===== src/eilc_pkg.sv =====
// Package for the edge interrupt line controller.
// Request and result types, opcodes, register offsets and status codes.
// No dependencies.
`timescale 1ns / 1ps

package eilc_pkg;

  localparam int unsigned NumLinesDefault = 16;
  localparam int unsigned PortFields      = 16;
  localparam int unsigned PortW           = 4;
  localparam int unsigned CfgIdxW         = 1;
  localparam int unsigned CfgDataW        = 64;

  localparam logic [1:0] OP_READ  = 2'd0;
  localparam logic [1:0] OP_WRITE = 2'd1;
  localparam logic [1:0] OP_EDGE  = 2'd2;

  localparam logic [1:0] ST_OK        = 2'd0;
  localparam logic [1:0] ST_UNALIGNED = 2'd1;
  localparam logic [1:0] ST_FAULT     = 2'd2;

  localparam logic [9:0] OFF_LINE_MASK  = 10'h000;
  localparam logic [9:0] OFF_EVENT_MASK = 10'h004;
  localparam logic [9:0] OFF_RISING     = 10'h008;
  localparam logic [9:0] OFF_FALLING    = 10'h00C;
  localparam logic [9:0] OFF_SWTRIG     = 10'h010;
  localparam logic [9:0] OFF_PENDING    = 10'h014;

  localparam logic [CfgIdxW-1:0] CFG_PORT_CHECK = 1'd0;
  localparam logic [CfgIdxW-1:0] CFG_PORT_MAP   = 1'd1;

  typedef struct packed {
    logic [1:0]  opcode;
    logic [9:0]  reg_offset;
    logic        word_access;
    logic [31:0] write_data;
    logic [7:0]  edge_pin;
    logic [3:0]  edge_port;
    logic        edge_rising;
  } req_t;

  typedef struct packed {
    logic [31:0] read_data;
    logic [1:0]  status;
    logic [15:0] triggered_lines;
  } res_t;

endpackage


===== src/eilc_stage.sv =====
// Valid/ready pipeline register holding one request or result.
// Payload type given by parameter; no package dependency.
`timescale 1ns / 1ps

module eilc_stage #(
  parameter type T = logic
) (
  input  logic clk_i,
  input  logic rst_ni,
  input  logic in_valid_i,
  output logic in_ready_o,
  input  T     in_data_i,
  output logic out_valid_o,
  input  logic out_ready_i,
  output T     out_data_o
);

  logic valid_q, valid_d;
  T     data_q;

  assign in_ready_o  = !valid_q || out_ready_i;
  assign out_valid_o = valid_q;
  assign out_data_o  = data_q;

  always_comb begin
    valid_d = valid_q;
    if (in_ready_o) begin
      valid_d = in_valid_i;
    end
  end

  always_ff @(posedge clk_i or negedge rst_ni) begin
    if (!rst_ni) begin
      valid_q <= 1'b0;
    end else begin
      valid_q <= valid_d;
    end
  end

  always_ff @(posedge clk_i) begin
    if (in_ready_o && in_valid_i) begin
      data_q <= in_data_i;
    end
  end

endmodule


===== src/eilc_core.sv =====
// Register file and request evaluation of the edge interrupt line controller.
// Uses eilc_pkg types and codes; state updates on fired requests and cfg_we_i.
`timescale 1ns / 1ps

module eilc_core #(
  parameter int unsigned NumLines = eilc_pkg::NumLinesDefault
) (
  input  logic                          clk_i,
  input  logic                          rst_ni,
  input  logic                          cfg_we_i,
  input  logic [eilc_pkg::CfgIdxW-1:0]  cfg_index_i,
  input  logic [eilc_pkg::CfgDataW-1:0] cfg_data_i,
  input  logic                          fire_i,
  input  eilc_pkg::req_t                req_i,
  output eilc_pkg::res_t                res_o
);

  localparam logic [31:0] LinesAll = 32'((64'h1 << NumLines) - 64'h1);

  logic                                                  port_check_q;
  logic [eilc_pkg::PortFields-1:0][eilc_pkg::PortW-1:0] port_map_q;
  logic [31:0] line_mask_q, line_mask_d;
  logic [31:0] event_mask_q, event_mask_d;
  logic [31:0] rising_q, rising_d;
  logic [31:0] falling_q, falling_d;
  logic [31:0] swtrig_q, swtrig_d;
  logic [NumLines-1:0] pending_q, pending_d;

  logic [31:0] pend_ext;
  logic [31:0] trig;
  logic [31:0] bit_sel;
  logic [31:0] en_sel;
  logic [eilc_pkg::PortW-1:0] line_port;
  logic        pin_ok;
  logic        port_ok;

  assign pend_ext  = 32'(pending_q);
  assign pin_ok    = req_i.edge_pin < 8'(NumLines);
  assign bit_sel   = 32'h1 << req_i.edge_pin[4:0];
  assign en_sel    = req_i.edge_rising ? rising_q : falling_q;
  assign line_port = (req_i.edge_pin[7:4] == 4'd0) ? port_map_q[req_i.edge_pin[3:0]]
                                                   : '0;
  assign port_ok   = !port_check_q || (req_i.edge_port == line_port);

  always_comb begin
    line_mask_d  = line_mask_q;
    event_mask_d = event_mask_q;
    rising_d     = rising_q;
    falling_d    = falling_q;
    swtrig_d     = swtrig_q;
    pending_d    = pending_q;
    trig         = '0;
    res_o        = '0;
    unique case (req_i.opcode)
      eilc_pkg::OP_READ: begin
        if (!req_i.word_access) begin
          res_o.status = eilc_pkg::ST_UNALIGNED;
        end else begin
          unique case (req_i.reg_offset)
            eilc_pkg::OFF_LINE_MASK:  res_o.read_data = line_mask_q;
            eilc_pkg::OFF_EVENT_MASK: res_o.read_data = event_mask_q;
            eilc_pkg::OFF_RISING:     res_o.read_data = rising_q;
            eilc_pkg::OFF_FALLING:    res_o.read_data = falling_q;
            eilc_pkg::OFF_SWTRIG:     res_o.read_data = swtrig_q;
            eilc_pkg::OFF_PENDING:    res_o.read_data = pend_ext;
            default:                  res_o.status    = eilc_pkg::ST_FAULT;
          endcase
        end
      end
      eilc_pkg::OP_WRITE: begin
        if (!req_i.word_access) begin
          res_o.status = eilc_pkg::ST_UNALIGNED;
        end else begin
          unique case (req_i.reg_offset)
            eilc_pkg::OFF_LINE_MASK:  line_mask_d  = req_i.write_data;
            eilc_pkg::OFF_EVENT_MASK: event_mask_d = req_i.write_data;
            eilc_pkg::OFF_RISING:     rising_d     = req_i.write_data;
            eilc_pkg::OFF_FALLING:    falling_d    = req_i.write_data;
            eilc_pkg::OFF_SWTRIG: begin
              swtrig_d  = req_i.write_data;
              trig      = req_i.write_data & line_mask_q & ~pend_ext & LinesAll;
              pending_d = pending_q | trig[NumLines-1:0];
            end
            eilc_pkg::OFF_PENDING:
              pending_d = pending_q & ~req_i.write_data[NumLines-1:0];
            default: res_o.status = eilc_pkg::ST_FAULT;
          endcase
        end
      end
      eilc_pkg::OP_EDGE: begin
        if (pin_ok && port_ok && ((line_mask_q & en_sel & bit_sel) != '0)) begin
          trig      = bit_sel;
          pending_d = pending_q | trig[NumLines-1:0];
        end
      end
      default: ;
    endcase
    res_o.triggered_lines = trig[15:0];
  end

  always_ff @(posedge clk_i or negedge rst_ni) begin
    if (!rst_ni) begin
      port_check_q <= 1'b1;
      port_map_q   <= '0;
      line_mask_q  <= '0;
      event_mask_q <= '0;
      rising_q     <= '0;
      falling_q    <= '0;
      swtrig_q     <= '0;
      pending_q    <= '0;
    end else begin
      if (cfg_we_i) begin
        unique case (cfg_index_i)
          eilc_pkg::CFG_PORT_CHECK: port_check_q <= cfg_data_i[0];
          eilc_pkg::CFG_PORT_MAP:   port_map_q   <= cfg_data_i;
          default: ;
        endcase
      end
      if (fire_i) begin
        line_mask_q  <= line_mask_d;
        event_mask_q <= event_mask_d;
        rising_q     <= rising_d;
        falling_q    <= falling_d;
        swtrig_q     <= swtrig_d;
        pending_q    <= pending_d;
      end
    end
  end

endmodule


===== src/edge_interrupt_line_controller_unit.sv =====
// Top level of the edge interrupt line controller: input register, core, result register.
// Depends on eilc_pkg, eilc_stage and eilc_core.
//
//   channel  | handshake                  | payload
//   ---------+----------------------------+----------------------------------
//   request  | in_valid_i / in_ready_o    | in_req_i  (eilc_pkg::req_t)
//   result   | out_valid_o / out_ready_i  | out_res_o (eilc_pkg::res_t)
//   config   | cfg_we_i                   | cfg_index_i, cfg_data_i
//
// One request per cycle sustained while out_ready_i is high; a request passes from the input
// register through the core into the result register, where its result becomes valid.
// Non-config registers update as a request moves from the input into the result register.
// A stalled result holds the result register, and the input register once it is full;
// reset empties both, clears the other registers and sets port checking on.
`timescale 1ns / 1ps

module edge_interrupt_line_controller_unit #(
  parameter int unsigned NumLines = eilc_pkg::NumLinesDefault
) (
  input  logic                          clk_i,
  input  logic                          rst_ni,
  input  logic                          cfg_we_i,
  input  logic [eilc_pkg::CfgIdxW-1:0]  cfg_index_i,
  input  logic [eilc_pkg::CfgDataW-1:0] cfg_data_i,
  input  logic                          in_valid_i,
  output logic                          in_ready_o,
  input  eilc_pkg::req_t                in_req_i,
  output logic                          out_valid_o,
  input  logic                          out_ready_i,
  output eilc_pkg::res_t                out_res_o
);

  logic           req_valid;
  logic           res_ready;
  logic           fire;
  eilc_pkg::req_t req;
  eilc_pkg::res_t res;

  assign fire = req_valid && res_ready;

  eilc_stage #(.T(eilc_pkg::req_t)) u_in_stage (
    .clk_i      (clk_i),
    .rst_ni     (rst_ni),
    .in_valid_i (in_valid_i),
    .in_ready_o (in_ready_o),
    .in_data_i  (in_req_i),
    .out_valid_o(req_valid),
    .out_ready_i(res_ready),
    .out_data_o (req)
  );

  eilc_core #(.NumLines(NumLines)) u_core (
    .clk_i      (clk_i),
    .rst_ni     (rst_ni),
    .cfg_we_i   (cfg_we_i),
    .cfg_index_i(cfg_index_i),
    .cfg_data_i (cfg_data_i),
    .fire_i     (fire),
    .req_i      (req),
    .res_o      (res)
  );

  eilc_stage #(.T(eilc_pkg::res_t)) u_out_stage (
    .clk_i      (clk_i),
    .rst_ni     (rst_ni),
    .in_valid_i (req_valid),
    .in_ready_o (res_ready),
    .in_data_i  (res),
    .out_valid_o(out_valid_o),
    .out_ready_i(out_ready_i),
    .out_data_o (out_res_o)
  );

endmodule

===== config.mk =====
export PLATFORM = sky130hd
export DESIGN_NAME = edge_interrupt_line_controller_unit
export DESIGN_NICKNAME = d
export VERILOG_FILES = /design/src/eilc_pkg.sv /design/src/eilc_stage.sv /design/src/eilc_core.sv /design/src/edge_interrupt_line_controller_unit.sv
export SDC_FILE = /design/constraint.sdc
export NUM_CORES = 1
export LEC_CHECK = 0
export ABC_CLOCK_PERIOD_IN_PS = 3650
export BUFFER_PORTS_ARGS = -buffer_cell sky130_fd_sc_hd__buf_2
export CORE_MARGIN = 2
export CORE_UTILIZATION = 59
export CTS_CLUSTER_DIAMETER = 40
export CTS_CLUSTER_SIZE = 20
export DETAILED_ROUTE_END_ITERATION = 6
export PLACE_DENSITY = 0.85
export SLEW_MARGIN = 0
export SYNTH_ARGS = -nofsm -noshare
export SYNTH_HDL_FRONTEND = slang
export SYNTH_SLANG_ARGS = --single-unit

===== constraint.sdc =====
create_clock -name clk_i -period 3.65 [get_ports clk_i]
set_input_delay 0.9125 -clock clk_i [delete_from_list [all_inputs] [get_ports clk_i]]
set_output_delay 0.9125 -clock clk_i [all_outputs]
set_load 0.03 [all_outputs]

==> flow_metrics.tcl, run 1 <==
set metrics [dict create \
    outcome "complete, no violations" \
    ir_worst_vdd_mv 0.403 \
    syn_to_final_growth_pct 18.1 \
    postLayoutCellArea_sq_um 18800 \
    wl_per_cell_um 22.7 \
    synth_flop_cell "dfrtp_1" \
    finalMaxSlewViolations 0 \
    grt_pass1_wl_mm 61.9 \
    post_drt_via_cell_ratio 6.33 \
    die_height_um 168 \
    finalSetupViolCount 0 \
    syn_nets 1325 \
    cts_tree "built" \
    syn_area_per_cell_sq_um 13.3 \
    synth_top_cells_by_area "dfrtp_1, edfxtp_1, mux2_2" \
    synthArstFlopShare_pct 69.2 \
    core-area_sq_um 26700 \
    grt.total_usage_pct 28.0 \
    yosys.cell_count.top_type "dfrtp_1" \
    arrival_ns 3.82 \
    grt_max_degree 99 \
    crit_required_ns 4.12 \
    tightest_slew_ns 0.931 \
    postSynthCellCount 1194 \
    firstDrtPassIters 5 \
    cts_max_level 2 \
    path_max_fanout 26 \
    max_freq_ghz 0.298 \
    period_minus_slack_ns 3.35 \
    rows 60 \
    clk_latency_ns 0.55 \
    antenna_found_initial 2 \
    multi_input_area_sq_um 6220 \
    cp_top_family "compound AO/OA/AOI/OAI gates" \
    start_util_pct 59.6 \
    synth_top_area_share_pct 38.0 \
    dpl.hpwl_mm 25.3 \
    synth-seq-cells 351 \
    clkTransAtPathRegs_ns 0.06 \
    nets 1507 \
    grt-ovfl-total 0 \
    end_kind "register" \
    drc 0 \
    ctsHoldBuffers 0 \
    crit_type "reg -> reg" \
    ys_types 52 \
    report.final.hold_viol_count 0 \
    synth_edf_count 108 \
    netlist_area_sq_um 15900 \
    crit_buf_inv 1 \
    synth_top_area_cell "dfrtp_1" \
    skew_ns 0.0204 \
    vias 11100 \
    critical-path-slowest-cell "a2111oi_4" \
    io_pins 180 \
    drt_wl_total_mm 39.9 \
    seq_area_frac_synth_pct 58.5 \
    cp-start-kind "register" \
    leakage_nw 8.46 \
    p_per_area_nw_per_um2 520 \
    clk_path_buf_depth 3 \
    ant_nets 0 \
    period_share_pct 91.9 \
    cts_buffers 45 \
    synth.top_cells.by_count "dfrtp_1, mux2_2, edfxtp_1" \
    dpl_cell_area_sq_um 17300 \
    n_fill_cell 1766 \
    max_slew_margin_pct 37.9 \
    drive_above_1_share_pct 39.4 \
    final.setup.tns_ns 0 \
    synth_warnings 0 \
    first_iter_violations 1016 \
    crit_chain "buf_4 > mux2i_1 > a22oi_1 > a31o_2 > a2111o_1 > a2111oi_4 > and3_2 > a221o_1" \
    cts.sinks 351 \
    routabilityCongestion 0.949 \
    hp-class "in -> async" \
    slowest_delay_ns 0.63 \
    die_width_um 168 \
    rsz0062_at_grt "false" \
    drv_cap 0 \
    dieArea_sq_um 28300 \
    grt_pass1_vias 11300 \
    regArea_sq_um 9330 \
    cts-root-buf "clkbuf_16" \
    io_buffers 179 \
]
cells in the final DEF, fill, tap and decap left out, types with 6 or more instances in the layout:
cell,count
nor2_1,72
nand3_1,8
nor2b_1,8
a21oi_1,70
o22ai_1,23
o221ai_1,18
clkbuf_16,47
buf_2,178
a211oi_1,17
inv_8,9
mux2_2,235
mux4_2,10
inv_6,10
inv_1,16
nand2_1,65
edfxtp_1,108
dfrtp_1,242
buf_4,31
mux2i_1,87
a21o_1,16
nand4_1,15
a22oi_1,6
a221o_1,16
o32ai_1,17
metrics by stage:
| step | utilization [%] | setup WS, ns | total power [mW] | instances | hold slack (ns) |
|---|---|---|---|---|---|
| floorplan | - | 0.195 | 5.03 | 1194 | 0.474 |
| global placement | 64.6 | 0.230 | 5.35 | 1670 | 0.484 |
| detailed placement | 64.6 | 0.131 | 5.38 | 1670 | 0.492 |
| CTS | 70.4 | 0.113 | 9.84 | 1753 | 0.294 |
| global route | 70.4 | 0.178 | 10.1 | 1754 | 0.319 |
| finish | 70.4 | 0.297 | 9.79 | 1755 | 0.297 |
final cells by class:
class                           instances  area share (%)
Antenna cell                            2          0.0266
Clock buffer                           49            6.29
Sequential cell                       351            49.5
Timing Repair Buffer                  215            6.58
Multi-Input combinational cell        746            33.0
Clock inverter                         34            1.91
Inverter                               17           0.339
Tap cell                              341            2.27
sequential cells by signal, indices dropped and copies added (netlist names):
signal,flops
u_in_stage.out_valid_o,1
u_out_stage.out_valid_o,1
u_core.pending_q,16
u_in_stage.out_data_o,58
u_core.swtrig_q,32
u_out_stage.out_data_o,50
u_core.port_map_q,64
u_core.line_mask_q,32
u_core.falling_q,32
u_core.event_mask_q,32
u_core.port_check_q,1
u_core.rising_q,32
timing repair:
item                       in CTS  in global routing
gates resized for setup         0                  1
buffers inserted                0                  0
setup endpoints to repair       0                 16
per-layer routing:
| metal | GRT usage [%] | vias to the layer above | part of all wire, % |
|---|---|---|---|
| met4 | 10.8 | 0 | 3.6 |
| met2 | 46.4 | 519 | 48 |
| met5 | 0 | - | 0 |
| met3 | 4.94 | 115 | 7.1 |
| li1 | - | 4868 | - |
| met1 | 37.2 | 5613 | 41 |
power breakdown:
| part | switching (mW) | internal (mW) |
|---|---|---|
| Clock | 1.92 | 2.55 |
| Sequential | 0.203 | 4.29 |
| Combinational | 0.465 | 0.364 |
| Total | 2.59 | 7.20 |
path summary, 6_finish.rpt:
kind | slack (ns) | from | endpoint | cells after the start
worst max-delay path | 0.30 | u_in_stage.out_data_o[6] | u_core.pending_q[14] | 8
worst min-delay path | 0.30 | rst_ni | u_out_stage.out_valid_o | 1
worst max register to register | 0.30 | u_in_stage.out_data_o[6] | u_core.pending_q[14] | 8
worst min register to register | 0.50 | u_core.line_mask_q[23] | u_core.line_mask_q[23] | 1
max in group asynchronous | 2.48 | rst_ni | u_core.line_mask_q[18] | 2
min in group clk_i | 0.50 | u_core.line_mask_q[23] | u_core.line_mask_q[23] | 1
cells by family after synthesis:
family / after synthesis / share of synthesized area (%)
muxes: 332 / 23.5
adders and majority gates: 3 / 0.236
AOI/OAI and AO/OA: 203 / 9.12
buffers and inverters: 97 / 2.60
DFF: 351 / 58.5
and+or+nand+nor: 206 / 5.92
xor gates and xnor gates: 2 / 0.110
Power figures use the tool's default switching activity.
==> run 2, diff against run 1 <==
--- a/config.mk
+++ b/config.mk
@@ -5,14 +5,15 @@
 export SDC_FILE = /design/constraint.sdc
 export NUM_CORES = 1
 export LEC_CHECK = 0
-export ABC_CLOCK_PERIOD_IN_PS = 3650
+export ABC_CLOCK_PERIOD_IN_PS = 2900
 export BUFFER_PORTS_ARGS = -buffer_cell sky130_fd_sc_hd__buf_2
 export CORE_MARGIN = 2
-export CORE_UTILIZATION = 59
+export CORE_UTILIZATION = 53
 export CTS_CLUSTER_DIAMETER = 40
 export CTS_CLUSTER_SIZE = 20
 export DETAILED_ROUTE_END_ITERATION = 6
-export PLACE_DENSITY = 0.85
+export PLACE_DENSITY = 0.76
+export RECOVER_POWER = 50
 export SLEW_MARGIN = 0
 export SYNTH_ARGS = -nofsm -noshare
 export SYNTH_HDL_FRONTEND = slang
==> constraint.sdc (replaced) <==
create_clock -name clk_i -period 2.9 [get_ports clk_i]
set_input_delay 0.725 -clock clk_i [delete_from_list [all_inputs] [get_ports clk_i]]
set_output_delay 0.725 -clock clk_i [all_outputs]
set_load 0.03 [all_outputs]
==> flow_metrics.tcl, run 2 (same netlist as run 1, synthesis figures left out) <==
set metrics [dict create \
    cts_tree "built" \
    layout_commonest_cell "dfrtp_1" \
    cp-startpoint "u_in_stage.out_data_o[6]" \
    dpl.hpwl_mm 27.6 \
    crit_required_ns 3.30 \
    period_share_pct 100 \
    violations "capacitance limit, slew limit, setup timing" \
    worst-r2r-cell-count 11 \
    clk_latency_ns 0.54 \
    setup_slack_ns -0.0144 \
    slowest_delay_ns 0.44 \
    ir_worst_vdd_mv 0.482 \
    instances_no_fill 1832 \
    cts.sinks 351 \
    drive_above_1_share_pct 40.6 \
    regMostFlops "u_core.port_map_q" \
    clockPowerShare_pct 45.3 \
    cts-root-buf "clkbuf_16" \
    skew_ns 0.0264 \
    crit_chain "buf_4 > buf_4 > mux2i_2 > nand2_1 > a31o_2 > a2111o_1 > a2111oi_4 > buf_4 > nor3_4 > buf_12 > a221o_1" \
    tightest_slew_ns 1.67 \
    core-area_sq_um 29600 \
    cts_max_level 2 \
    max_freq_ghz 0.343 \
    seqPwrFrac_pct 45.9 \
    drc 0 \
    outcome "finished with violations" \
    switchingPower_mw 3.13 \
    final_cell_mix "dfrtp_1, mux2_2, buf_2" \
    crit_top_cell "buf_4" \
    clkTransAtPathRegs_ns 0.06 \
    hold_path.startpoint "in_req_i[12]" \
    ant_nets 0 \
    grt_max_degree 70 \
    clk_path_buf_depth 3 \
    post_drt_via_cell_ratio 6.04 \
    finalPower_mw 12.3 \
    intPower_mw 9.20 \
    reg2reg_to "u_core.pending_q[10]" \
    dieArea_sq_um 31500 \
    nets 1539 \
    arrival_ns 3.31 \
    io_buffers 179 \
    combPwrFrac_pct 8.8 \
    dp_cells 1745 \
    leakage_nw 8.60 \
    path_max_fanout 16 \
    io_pins 180 \
    report.final.hold_viol_count 0 \
    ctsHoldBuffers 0 \
    die_width_um 177 \
    min_to "u_in_stage.out_data_o[12]" \
    rsz0062_at_grt "true" \
    regToRegStartpoint "u_in_stage.out_data_o[6]" \
    crit_type "reg -> reg" \
    n_fill_cell 2207 \
    period_minus_slack_ns 2.91 \
    p_per_area_nw_per_um2 642 \
    cp-start-kind "register" \
    grt_pass1_vias 11400 \
    start_util_pct 53.8 \
    critical-path-slowest-cell "edfxtp_1" \
    first_iter_violations 887 \
    grt.total_usage_pct 26.3 \
    swShare_pct 25.4 \
    antenna_found_initial 0 \
    routabilityCongestion 0.906 \
    vias 11100 \
    syn_to_final_growth_pct 20.5 \
    drt_wl_total_mm 41.0 \
    die_height_um 177 \
    cts_buffers 44 \
    grt_pass1_wl_mm 63.7 \
    grt-ovfl-total 0 \
    firstDrtPassIters 5 \
    regArea_sq_um 9330 \
    drv_cap 1 \
    max_slew_margin_pct -11.5 \
    antenna_cells 0 \
    hp-class "in -> reg" \
    finalSetupViolCount 10 \
    hold-path-cell-count 1 \
    wl_per_cell_um 22.4 \
    rows 63 \
    end_kind "register" \
    r2r_slack_ns -0.01 \
    multi_input_area_sq_um 6280 \
    largest_register_ffs 64 \
    finalMaxSlewViolations 30 \
]
==> run 2: repair_timing <==
item / 4_1_cts / 5_1_grt
gates resized for setup: 6 / 6
pin swaps: 2 / 8
buffers inserted: 1 / 6
gates cloned: 0 / 1
setup endpoints to repair: 23 / 27
==> run 2: layout make-up <==
type | count | share of cell area (%)
multi-input cells | 746 | 32.7
clock inverters | 29 | 1.69
clock buffers | 51 | 6.20
repair buffers | 248 | 7.97
inverters | 17 | 0.352
well taps | 390 | 2.54
flip-flops and latches | 351 | 48.6
==> run 2: worst max-delay path by stage <==
stage / endpoint / slack (ns) / cells past startpoint
after floorplan: u_core.pending_q[10] / 0.06 / 10
after global placement: u_core.pending_q[4] / -0.003 / 9
after detailed placement: u_out_stage.out_data_o[13] / -0.11 / 11
after CTS: u_core.pending_q[10] / -0.01 / 11
after global routing: u_core.pending_q[10] / -0.12 / 11
final: u_core.pending_q[10] / -0.01 / 11
==> run 2: power groups by stage <==
stage | logic, mW | clock network, mW | registers, mW
floorplan | 0.609 | 0 | 5.72
global route | 1.18 | 5.87 | 5.68
detailed placement | 1.08 | 0 | 5.74
CTS | 1.10 | 5.67 | 5.65
global placement | 1.06 | 0 | 5.74
finish | 1.09 | 5.58 | 5.66
==> run 2: metal layers <==
| metal | track usage [%] | share of wire, % |
|---|---|---|
| met2 | 42.7 | 48 |
| met4 | 10.8 | 3.8 |
| met1 | 35.3 | 41 |
| met5 | 0 | 0 |
| met3 | 4.73 | 6.8 |
==> run 2: metrics by stage <==
stage          hold slack (ns)  setup TNS (ns)  cell area (sq um)  utilization (%)  worst slack [ns]
2_1_floorplan            0.429               0              15900                -            0.0591
3_3_place_gp             0.483         -0.0196              17600             59.5          -0.00311
3_5_place_dp             0.491           -1.39              17600             59.5            -0.108
4_1_cts                  0.116         -0.0286              19200             64.7           -0.0136
5_1_grt                  0.346           -2.02              19200             64.8            -0.118
6_report                 0.362         -0.0630              19200             64.8           -0.0144
==> run 2: worst max-delay path, delay by kind of cell (launching register included) <==
kind | cells | cell delay [ns]
AOI/OAI and AO/OA | 4 | 1.33
muxes | 1 | 0.18
buffers and inverters | 4 | 0.68
DFF | 1 | 0.44
and+or+nand+nor | 2 | 0.15
==> run 3, diff against run 2 <==
--- a/config.mk
+++ b/config.mk
@@ -5,6 +5,7 @@
 export SDC_FILE = /design/constraint.sdc
 export NUM_CORES = 1
 export LEC_CHECK = 0
+export ABC_AREA = 1
 export ABC_CLOCK_PERIOD_IN_PS = 2900
 export BUFFER_PORTS_ARGS = -buffer_cell sky130_fd_sc_hd__buf_2
 export CORE_MARGIN = 2
@@ -14,7 +15,7 @@
 export DETAILED_ROUTE_END_ITERATION = 6
 export PLACE_DENSITY = 0.76
 export RECOVER_POWER = 50
-export SLEW_MARGIN = 0
+export SLEW_MARGIN = 20
 export SYNTH_ARGS = -nofsm -noshare
 export SYNTH_HDL_FRONTEND = slang
 export SYNTH_SLANG_ARGS = --single-unit
==> flow_metrics.tcl, run 3 <==
set metrics [dict create \
    outcome "finished with violations" \
    violations "capacitance limit, slew limit" \
    grt_pass1_wl_mm 70.7 \
    tightest_slew_ns 1.85 \
    period_minus_slack_ns 2.62 \
    drt_wl_total_mm 45.0 \
    seqPwrFrac_pct 46.0 \
    vias 13300 \
    ctsHoldBuffers 0 \
    cts_max_level 2 \
    cts_tree "built" \
    report.final.hold_viol_count 0 \
    start_util_pct 54.0 \
    clk_path_buf_depth 3 \
    synth_top_area_share_pct 37.7 \
    n_fill_cell 2398 \
    finalPower_mw 12.2 \
    clockPowerShare_pct 44.2 \
    grt_max_degree 81 \
    critical-path-slowest-cell "edfxtp_1" \
    grt.total_usage_pct 28.9 \
    io_pins 180 \
    netlist_area_sq_um 16000 \
    path_max_fanout 17 \
    syn_to_final_growth_pct 17.6 \
    die_height_um 178 \
    synth_edf_count 108 \
    cp-start-kind "register" \
    crit_required_ns 3.32 \
    seq_area_frac_synth_pct 58.1 \
    post_drt_via_cell_ratio 5.75 \
    io_buffers 179 \
    skew_ns 0.0143 \
    dpl_cell_area_sq_um 17500 \
    leakage_nw 8.27 \
    rows 63 \
    firstDrtPassIters 5 \
    final_cell_mix "nand2_1, dfrtp_1, o21ai_0" \
    syn_area_per_cell_sq_um 9.36 \
    crit_type "reg -> reg" \
    synth_top_area_cell "dfrtp_1" \
    intPower_mw 9.03 \
    max_freq_ghz 0.382 \
    cts-root-buf "clkbuf_16" \
    finalMaxSlewViolations 69 \
    rsz0062_at_grt "false" \
    dieArea_sq_um 31700 \
    combPwrFrac_pct 9.8 \
    yosys.cell_count.top_type "nand2_1" \
    syn_nets 1846 \
    clk_latency_ns 0.53 \
    slowest_delay_ns 0.46 \
    postSynthCellCount 1715 \
    synth_warnings 0 \
    postLayoutCellArea_sq_um 18900 \
    crit_chain "buf_4 > nor2_2 > nand4_1 > nor3_1 > nor2_1 > nand2_1 > nor2_1 > nand2_1 > nor2_2 > nor2_4 > nand2_2 > nand2_4 > nand2_4 > nand2_1 > nand2_1" \
    largest_register_ffs 64 \
    drv_cap 1 \
    post_cts_resize_count 0 \
    finalSetupViolCount 0 \
    dpl.hpwl_mm 31.1 \
    ant_nets 0 \
    first_iter_violations 1346 \
    end_kind "register" \
    cts_buffers 42 \
    cts_setup_buffers 0 \
    postLayoutCoreUtil_pct 63.5 \
    synthArstFlopShare_pct 69.2 \
    ys_types 44 \
    switchingPower_mw 3.17 \
    synth.top_cells.by_count "nand2_1, dfrtp_1, o21ai_0" \
    nets 2026 \
    arrival_ns 3.04 \
    regMostFlops "u_core.port_map_q" \
    drc 0 \
    drive_above_1_share_pct 20.1 \
    cts.sinks 351 \
    core-area_sq_um 29700 \
    hp-class "in -> reg" \
    period_share_pct 90.3 \
    synth_top_cells_by_area "dfrtp_1, edfxtp_1, nand2_1" \
    crit_top_cell "nand2_1" \
    layout_commonest_cell "nand2_1" \
    max_slew_margin_pct -23.2 \
    synth-seq-cells 351 \
    p_per_area_nw_per_um2 647 \
    grt-ovfl-total 0 \
    final.setup.tns_ns 0 \
    die_width_um 178 \
    grt_pass1_vias 13000 \
    antenna_found_initial 3 \
    routabilityCongestion 0.954 \
    wl_per_cell_um 19.4 \
    swShare_pct 26.0 \
    clkTransAtPathRegs_ns 0.06 \
    synth_flop_cell "dfrtp_1" \
    ir_worst_vdd_mv 0.465 \
]
## run 3: cell count changes in the layout (fill, tap and decap cells not counted), sizes merged, moves of 24 or more
cell | before | now
mux2 | 235 | 60
nand2 | 66 | 475
inv | 32 | 139
o21ai | 1 | 183
nor2 | 75 | 108
a31oi | 2 | 31
a21oi | 70 | 46
mux2i | 87 | 0
nand3 | 8 | 106
## run 3: final cells by class
cell class / count / area, sq um / share of cell area, %
Sequential cell: 351 / 9330 / 49.4
Multi-Input combinational cell: 1134 / 5760 / 30.5
Timing Repair Buffer: 232 / 1330 / 7.05
Clock buffer: 48 / 1150 / 6.08
Inverter: 134 / 505 / 2.68
Tap cell: 390 / 488 / 2.59
Clock inverter: 29 / 308 / 1.63
Antenna cell: 2 / 5.00 / 0.0265
## run 3: power by group through the flow
stage	clock network (mW)	logic [mW]	registers [mW]
3_5_place_dp	0	1.21	5.70
5_1_grt	5.67	1.31	5.64
2_1_floorplan	0	0.597	5.81
3_3_place_gp	0	1.18	5.69
4_1_cts	5.46	1.21	5.61
6_report	5.39	1.20	5.62
## run 3: per-stage QoR
stage,cells,hold slack [ns],setup slack [ns]
6_report,2320,0.365,0.281
3_3_place_gp,2241,0.466,0.472
2_1_floorplan,1715,0.429,0.191
4_1_cts,2318,0.176,0.343
3_5_place_dp,2241,0.473,0.368
5_1_grt,2319,0.347,0.100
## run 3: cells by family after synthesis
group / synth area share (%)
AOI/OAI and AO/OA: 12.1
adders and majority gates: 0.234
buffers and inverters: 5.97
DFF: 58.1
muxes: 4.21
and+or+nand+nor: 19.4
## run 3: layer usage
layer	routed length, um	track usage (%)
met1	17900	36.9
met2	21600	47.7
met3	2920	4.05
met4	2540	16.4
met5	18	0
## run 3: critical path, delay by kind of cell, from the launching register on
kind	cells	cell delay, ns
and+or+nand+nor	14	1.83
DFF	1	0.46
buffers and inverters	1	0.20
## run 3: worst paths after layout
path,from,endpoint,slack (ns),depth (start not counted)
worst max register to register,u_in_stage.out_data_o[5],u_core.pending_q[11],0.28,15
min in group asynchronous,rst_ni,u_core.port_map_q[11],0.70,1
worst max-delay path,u_in_stage.out_data_o[5],u_core.pending_q[11],0.28,15
worst min register to register,u_core.falling_q[26],u_core.falling_q[26],0.49,2
max in group asynchronous,rst_ni,u_core.falling_q[18],0.64,2
worst min-delay path,in_req_i[32],u_in_stage.out_data_o[32],0.37,1
